`config.mk`:
```
export PLATFORM = sky130hd
export DESIGN_NAME = psft_ctrl
export DESIGN_NICKNAME = d
export VERILOG_FILES = /design/src/rtl/psft_pkg.sv /design/src/rtl/psft_ctrl.sv
export VERILOG_INCLUDE_DIRS = /design/src /design/src/rtl
export SDC_FILE = /design/constraint.sdc
export NUM_CORES = 1
export LEC_CHECK = 0
export BUFFER_PORTS_ARGS = -buffer_cell sky130_fd_sc_hd__buf_4
export CAP_MARGIN = 20
export CORE_AREA = 2 2 39 41
export CTS_BUF_LIST = sky130_fd_sc_hd__clkbuf_16
export CTS_CLUSTER_SIZE = 25
export DETAILED_ROUTE_END_ITERATION = 8
export DIE_AREA = 0 0 41 43
export SLEW_MARGIN = 10
export SYNTH_ARGS = -nofsm -noshare
export SYNTH_HDL_FRONTEND = slang
export SYNTH_SLANG_ARGS = --single-unit
```
`constraint.sdc`:
```
create_clock -name clk -period 1.8 [get_ports clk]
set_clock_uncertainty 0.15 [all_clocks]
set_input_delay 0.18 -clock clk [delete_from_list [all_inputs] [get_ports clk]]
set_output_delay 0.18 -clock clk [all_outputs]
set_load 0.005 [all_outputs]
```
`src/rtl/pose_slew_and_frame_transform_defines.svh`:
```
// Assertion macros for the pose slew and frame transform block.
// Included by the modules that carry concurrent assertions.
`ifndef POSE_SLEW_AND_FRAME_TRANSFORM_DEFINES_SVH
`define POSE_SLEW_AND_FRAME_TRANSFORM_DEFINES_SVH
`ifndef SYNTH
`define PSFT_ASSERT(label, clk, rst_n, prop) \
    label: assert property (@(posedge clk) disable iff (!rst_n) prop) \
        else $error("assertion failed");
`define PSFT_ASSERT_ALWAYS(label, clk, prop) \
    label: assert property (@(posedge clk) prop) else $error("assertion failed");
`else
`define PSFT_ASSERT(label, clk, rst_n, prop)
`define PSFT_ASSERT_ALWAYS(label, clk, prop)
`endif
`endif

```
`src/rtl/psft_pkg.sv`:
```
// Package for the pose slew and frame transform block.
// Holds widths, register indexes, operation codes, sine constants, shared structs and helper functions.
`default_nettype none
package psft_pkg;
    localparam int AngleBits = 16;
    localparam int SineDepth = 256;
    localparam int SineIdxBits = $clog2(SineDepth);
    localparam int LenBits = 24;
    localparam int RateBits = 20;
    localparam int DtBits = 16;
    localparam int AccBits = 51;

    localparam logic [1:0] REG_HEADING_RATE = 2'd0;
    localparam logic [1:0] REG_TILT_RATE = 2'd1;
    localparam logic [1:0] REG_HEIGHT_RATE = 2'd2;
    localparam logic [1:0] REG_LEG_OFFSET = 2'd3;

    localparam logic OP_TICK = 1'b0;
    localparam logic OP_XFORM = 1'b1;

    localparam logic [16:0] SinA = 17'd51472;
    localparam logic [16:0] SinB = 17'd21024;
    localparam logic [16:0] SinC = 17'd2320;

    typedef enum logic [2:0] {
        CMD_NONE,
        CMD_LOAD,
        CMD_TICK,
        CMD_ROT1,
        CMD_ROT2,
        CMD_ROT3,
        CMD_FINISH
    } cmd_t;

    typedef struct packed {
        cmd_t cmd;
        logic [1:0] phase;
    } ctrl_t;

    typedef struct packed {
        logic is_xform;
    } status_t;

    // Sine of a 16-bit phase in Q16 turns, Q15 result.
    function automatic logic signed [17:0] sin_phase(input logic [15:0] p);
        logic signed [17:0] t;
        logic neg;
        logic [16:0] z;
        logic [33:0] zz;
        logic [16:0] z2;
        logic [33:0] pc;
        logic [17:0] inner;
        logic [35:0] pm;
        logic [17:0] mid;
        logic [35:0] pr;
        logic [17:0] r;
        t = 18'(signed'(p));
        if (t > 18'sd16384)
            t = 18'sd32768 - t;
        else if (t < -18'sd16384)
            t = -18'sd32768 - t;
        neg = t[17];
        z = neg ? 17'(-t) << 1 : 17'(t) << 1;
        zz = z * z;
        z2 = 17'(zz >> 15);
        pc = z2 * SinC;
        inner = 18'(SinB) - 18'(pc >> 15);
        pm = z2 * inner;
        mid = 18'(SinA) - 18'(pm >> 15);
        pr = z * mid;
        r = 18'(pr >> 15);
        return neg ? -signed'(r) : signed'(r);
    endfunction

    function automatic logic [15:0] angle_phase(input logic [AngleBits-1:0] a);
        logic [AngleBits+SineIdxBits:0] prod;
        logic [SineIdxBits-1:0] k;
        prod = ((AngleBits+SineIdxBits+1)'(a) << SineIdxBits)
            + ((AngleBits+SineIdxBits+1)'(1) << (AngleBits - 1));
        k = SineIdxBits'(prod >> AngleBits);
        return 16'((32'(k) << 16) >> SineIdxBits);
    endfunction

    function automatic logic signed [LenBits-1:0] sat24(input logic signed [AccBits-1:0] v);
        if (v > AccBits'(signed'(24'h7FFFFF)))
            return 24'sh7FFFFF;
        else if (v < AccBits'(signed'(24'sh800000)))
            return 24'sh800000;
        return LenBits'(v);
    endfunction
endpackage
`default_nettype wire

```
`src/rtl/psft_ctrl.sv`:
```
// Controller state machine: sequences a tick or three rotation passes.
// Depends on psft_pkg and the assertion macro header.
`default_nettype none
`include "pose_slew_and_frame_transform_defines.svh"
module psft_ctrl (
    input wire logic clk,
    input wire logic rst_n,
    input wire logic in_valid,
    output logic in_ready,
    output logic out_valid,
    input wire logic out_ready,
    input wire psft_pkg::status_t status,
    output psft_pkg::ctrl_t ctrl
);
    typedef enum logic [2:0] {S_IDLE, S_TICK, S_ROT1, S_ROT2, S_ROT3, S_FIN, S_OUT} state_t;
    state_t state_reg;
    logic [1:0] phase_reg;

    always_ff @(posedge clk or negedge rst_n)
    begin
        if (!rst_n)
        begin
            state_reg <= S_IDLE;
            phase_reg <= '0;
        end
        else
        begin
            case (state_reg)
                S_IDLE:
                begin
                    phase_reg <= '0;
                    if (in_valid)
                        state_reg <= S_TICK;
                end
                S_TICK:
                begin
                    phase_reg <= '0;
                    state_reg <= status.is_xform ? S_ROT1 : S_FIN;
                end
                S_ROT1, S_ROT2, S_ROT3:
                begin
                    if (phase_reg == 2'd2)
                    begin
                        phase_reg <= '0;
                        state_reg <= (state_reg == S_ROT1) ? S_ROT2 :
                            (state_reg == S_ROT2) ? S_ROT3 : S_FIN;
                    end
                    else
                        phase_reg <= phase_reg + 2'd1;
                end
                S_FIN: state_reg <= S_OUT;
                S_OUT:
                begin
                    if (out_ready)
                        state_reg <= S_IDLE;
                end
                default: state_reg <= S_IDLE;
            endcase
        end
    end

    always_comb
    begin
        in_ready = (state_reg == S_IDLE);
        out_valid = (state_reg == S_OUT);
        ctrl.phase = phase_reg;
        case (state_reg)
            S_IDLE: ctrl.cmd = in_valid ? psft_pkg::CMD_LOAD : psft_pkg::CMD_NONE;
            S_TICK: ctrl.cmd = status.is_xform ? psft_pkg::CMD_NONE : psft_pkg::CMD_TICK;
            S_ROT1: ctrl.cmd = psft_pkg::CMD_ROT1;
            S_ROT2: ctrl.cmd = psft_pkg::CMD_ROT2;
            S_ROT3: ctrl.cmd = psft_pkg::CMD_ROT3;
            S_FIN: ctrl.cmd = psft_pkg::CMD_FINISH;
            default: ctrl.cmd = psft_pkg::CMD_NONE;
        endcase
    end

    `PSFT_ASSERT(a_no_overlap, clk, rst_n, !(in_ready && out_valid))
    `PSFT_ASSERT(a_out_holds, clk, rst_n, (out_valid && !out_ready) |=> out_valid)
    `PSFT_ASSERT(a_accept_starts, clk, rst_n, (in_valid && in_ready) |=> (state_reg == S_TICK))
endmodule
`default_nettype wire

```
Word level (Yosys, flattened, before mapping)
Cells that the tools add are included.
{"block": "totals", "register_bits": 5, "inputBits": 5, "output_inout_bits": 7, "wordCells": 30}
{"block": "op_classes", "addsub": 1, "n_eq_ne": 10, "mux": 12, "reduce_logical": 5}
{"op": "$pmux W3 S6", "n": 1}
{"op": "$mux W3", "n": 5}
{"op": "$pmux W3 S5", "n": 1}
{"op": "$eq A3 B3 Y1 const B", "n": 3}
{"op": "$eq A3 B2 Y1 const B", "n": 2}
{"op": "$mux W2", "n": 2}
{"op": "$ne A2 B2 Y1 const B", "n": 2}
{"op": "$pmux W2 S2", "n": 1}
{"op": "$eq A3 B1 Y1 const B", "n": 1}
{"op": "$logic_not A3 Y1", "n": 1}
{"op": "$reduce_and A3 Y1", "n": 1}
{"op": "$reduce_or A3 Y1", "n": 1}
{"op": "$add A2 B1 Y2 const B", "n": 1}
{"op": "$eq A2 B2 Y1 const B", "n": 1}
{"op": "$mux W1", "n": 2}
{"op": "$ne A2 B1 Y1 const B", "n": 1}
{"op": "$reduce_bool A2 Y1", "n": 1}
{"op": "$reduce_or A2 Y1", "n": 1}

Depth between registers and ports, before layout
{"block": "logic_depth", "word_depth": 5, "mapped_depth": 5, "depth_no_buf": 4}

Worst setup path after synthesis
OpenSTA, ideal clock, no wires.
{"block": "synth_path", "kind": "reg-to-output", "startpoint": "register state_reg[0]", "endpoint": "output port ctrl[3] in the netlist's numbering", "arrival_time_ns": 0.980, "t_required_ns": 1.470, "setup_slack_ns": 0.490, "path_stages_with_launch": 4, "n_path_buf": 1, "cell_sequence": "dfrtp_1 > buf_6 > or3_1 > o21ai_1"}
{"item": "start: declaration", "line_no": "psft_ctrl.sv:16", "rtl": "state_t state_reg;"}
{"item": "start signal: assignment", "line_no": "psft_ctrl.sv:38", "rtl": "state_reg <= status.is_xform ? S_ROT1 : S_FIN;"}
{"item": "start signal: assignment", "line_no": "psft_ctrl.sv:45", "rtl": "state_reg <= (state_reg == S_ROT1) ? S_ROT2 :"}
{"item": "end: declaration", "line_no": "psft_ctrl.sv:13", "rtl": "output psft_pkg::ctrl_t ctrl"}

==> impl_metrics.csv <==
group,metric,value,unit
power,worst_ir_drop_vdd,0.000431,V
critical_path,setup.worst_path.end_class,"output pin",
clock_network,cts.htree.levels,1,
yosys,post-synth-top-area-fraction,0.313,
routing,detail_route.vias_per_cell,5.18,
timing,timing.setup.tns,0,ns
yosys,synthesized_net_count,52,
critical_path,worst_setup_start_kind,"flip-flop",
critical_path,critPathSlowestCell,"sky130_fd_sc_hd__dfrtp_2",
final_layout,n_antenna_cell,0,
outcome,status,"finished clean",
routing,ant_nets,0,
global_route,grt_start_max_net_pins,21,
yosys,ys.flop_type,"sky130_fd_sc_hd__dfrtp_1",
power,powerDensity,2020,mW/mm²
yosys,yosys-top-cells-area,"sky130_fd_sc_hd__dfrtp_1, sky130_fd_sc_hd__buf_6, sky130_fd_sc_hd__o21ai_1",
floorplan,std_cell_rows,14,
critical_path,worstRegToRegCells,3,
final_layout,most_common_cell_after_layout_fill_and_taps_aside,"sky130_fd_sc_hd__buf_4",
global_route,vias_in_the_first_global_route,344,
hold_path,holdCritPathClass,"input pin to flip-flop",
clock_network,clock-sinks,5,
timing,period_share,0.941,
timing,fin_crit,1.69,ns
job,cap_violations,0,
floorplan,pin_count,12,
global_route,wire_length_of_the_first_global_routing_pass,1450,µm
floorplan,floorplan.initialDensity,0.288,
routing,via_count,394,
timing,worst_slew_pin_slew,0.457,ns
routing,number_of_search_and_repair_iterations_in_the_first_detailed_routing_pass,4,
routing,number_of_drc_markers_in_iteration_0,11,
yosys,synth-seq-cells,5,
clock_network,clock_tree.root_cell,"sky130_fd_sc_hd__clkbuf_16",
timing,timing.slew.headroom,0.695,
critical_path,required,1.47,ns
clock_network,cts_setup_buffers,0,
yosys,synth_cell_type_count,27,
yosys,synth.yosys.seq_area_share,0.313,
critical_path,worstSetupStartpoint,"state_reg[1]$_DFFE_PN0P_",
place,dp_hpwl,599,µm
yosys,synth_area,399,µm²
final_layout,syn2layout_area_growth,41.7,%
critical_path,timing.critical_path.to,"ctrl[3]",
critical_path,cp_data_arrival_time,1.36,ns
floorplan,core_area,0.00138,mm²
place,gp_congestion,0.783,
critical_path,cp_slowest_stage_delay,0.43,ns
routing,remaining_drc_errors,0,
final_layout,finish.net_count,66,
clock_network,cts_buffer_depth,2,
critical_path,critPathTopFamily,"flip-flops",
final_layout,final_cell_area,566,µm²
critical_path,cp_cell_sequence,"inv_1 -> or3_1 -> o21ai_1 -> buf_4",
global_route,grt_remaining_overflow,0,
timing,number_of_setup_violations_in_the_final_report,0,
global_route,antenna_found_initial,0,
yosys,avgSynthCellArea,8.49,µm²
timing,maxSlewViolCount,0,
timing,achievable-frequency,590,MHz
floorplan,die_width,41,µm
clock_network,clk-insertion-delay-late,0.23,ns
routing,wire_per_inst,11.2,µm
yosys,number_of_flops_mapped_to_enable_cells_by_yosys,0,
place,dpl-instance-area,474,µm²
critical_path,crit-reg2reg-launch,"state_reg[0]$_DFFE_PN0P_",
clock_network,cts.clk_slew.worst_paths,0.03,ns
clock_network,cts_tree,"done",
final_layout,mostFrequentLayoutCells,"sky130_fd_sc_hd__buf_4, sky130_fd_sc_hd__nor2_1, sky130_fd_sc_hd__o21ai_1, sky130_fd_sc_hd__nand2_1",
yosys,synthesis.instances,47,
clock_network,cts-buffers-inserted,3,
power,p_leak,0.000245,µW
floorplan,dieArea,0.00176,mm²
yosys,synth_warn,0,
final_layout,drive_above_1_share,0.383,
timing,rsz0062_at_grt,"no",
yosys,synthDominantAreaCellType,"sky130_fd_sc_hd__dfrtp_1",
floorplan,die-height,43,µm
timing,hold_viol,0,
global_route,globalRouteTotalUtil,0.123,
critical_path,worst_r2r_endpoint,"state_reg[0]$_DFFE_PN0P_",
final_layout,largest_register_ff_count,3,
critical_path,crit_path_max_fanout,9,
critical_path,worstSetupPathType,"flip-flop to output pin",
critical_path,reg2reg_slack,0.26,ns
critical_path,worst-path-stages,4,
routing,finalWirelength,854,µm
yosys,asyncSetResetFlopFracSynth,1.00,
critical_path,timing.critical_path.buf_inv,2,
place,portBuffers,11,
[where the power goes]
| group | internal (µW) | total (µW) | leakage, µW | switching [µW] |
|---|---|---|---|---|
| Clock | 287 | 357 | 0.0000423 | 69.7 |
| Combinational | 279 | 473 | 0.000142 | 194 |
| Sequential | 166 | 314 | 0.0000607 | 148 |
[how the worst min path moves through the flow]
| stage | from | endpoint | depth (start not counted) |
|---|---|---|---|
| 2_1_floorplan | rst_n | phase_reg[0]$_DFFE_PN0P_ | 0 |
| 3_3_place_gp | rst_n | phase_reg[1]$_DFFE_PN0P_ | 1 |
| 3_5_place_dp | rst_n | phase_reg[0]$_DFFE_PN0P_ | 1 |
| 4_1_cts | out_ready | state_reg[2]$_DFFE_PN0P_ | 2 |
| 5_1_grt | out_ready | state_reg[2]$_DFFE_PN0P_ | 2 |
| 6_report | out_ready | state_reg[2]$_DFFE_PN0P_ | 2 |
[worst register-to-register path: stages (launching register included)]
cell and delay, ns:
sky130_fd_sc_hd__dfrtp_1 0.61, sky130_fd_sc_hd__mux2_2 0.39, sky130_fd_sc_hd__a32oi_1 0.17, sky130_fd_sc_hd__o31ai_2 0.09
[stage by stage]
stage                util  hold WS [ns]  setup WS, ns  total power, µW  std cells
floorplan               -        -0.266         0.490              642         47
global placement    0.343        -0.166         0.231              791         71
detailed placement  0.343        -0.167         0.233              785         71
CTS                 0.408        0.0722        0.0752             1150         76
global route        0.409        0.0939       0.00235             1250         76
finish              0.409        0.0672         0.106             1140         76
[metal layers]
layer  part of all wire  vias up  global-route usage
met5                  0        -                   0
met4              0.028        0              0.0800
li1                   -      194                   -
met1               0.43      184               0.165
met3              0.064        3              0.0314
met2               0.47       13               0.166
[logic make-up after synthesis]
kind of cell,Yosys count,share of synthesized area
XOR/XNOR,1,0.0219
multiplexers,1,0.0282
AO/OA/AOI/OAI,15,0.273
flip-flops,5,0.313
buffers and inverters,6,0.107
AND/OR/NAND/NOR,19,0.257
[repair_timing]
item | CTS | global route
gates resized for setup | 1 | 1
hold buffers | 1 | 0
hold endpoints to repair | 5 | 0
endpoints found under the setup margin | 1 | 2
[final cells by class]
class | count | area [µm²]
Clock buffer | 3 | 75.1
Clock inverter | 1 | 3.75
Fill cell | 132 | 818
Inverter | 2 | 7.51
Multi-Input combinational cell | 36 | 231
Sequential cell | 5 | 128
Tap cell | 16 | 20.0
Timing Repair Buffer | 13 | 100
[cells in the mapped netlist, drive strengths merged, types with 2 or more instances]
master,count
nand2,4
nor3,3
nor2,6
nor3b,2
dfrtp,5
a21oi,2
o21ai,6
buf,4
inv,2
No activity file was read; power rests on OpenSTA's default activity.
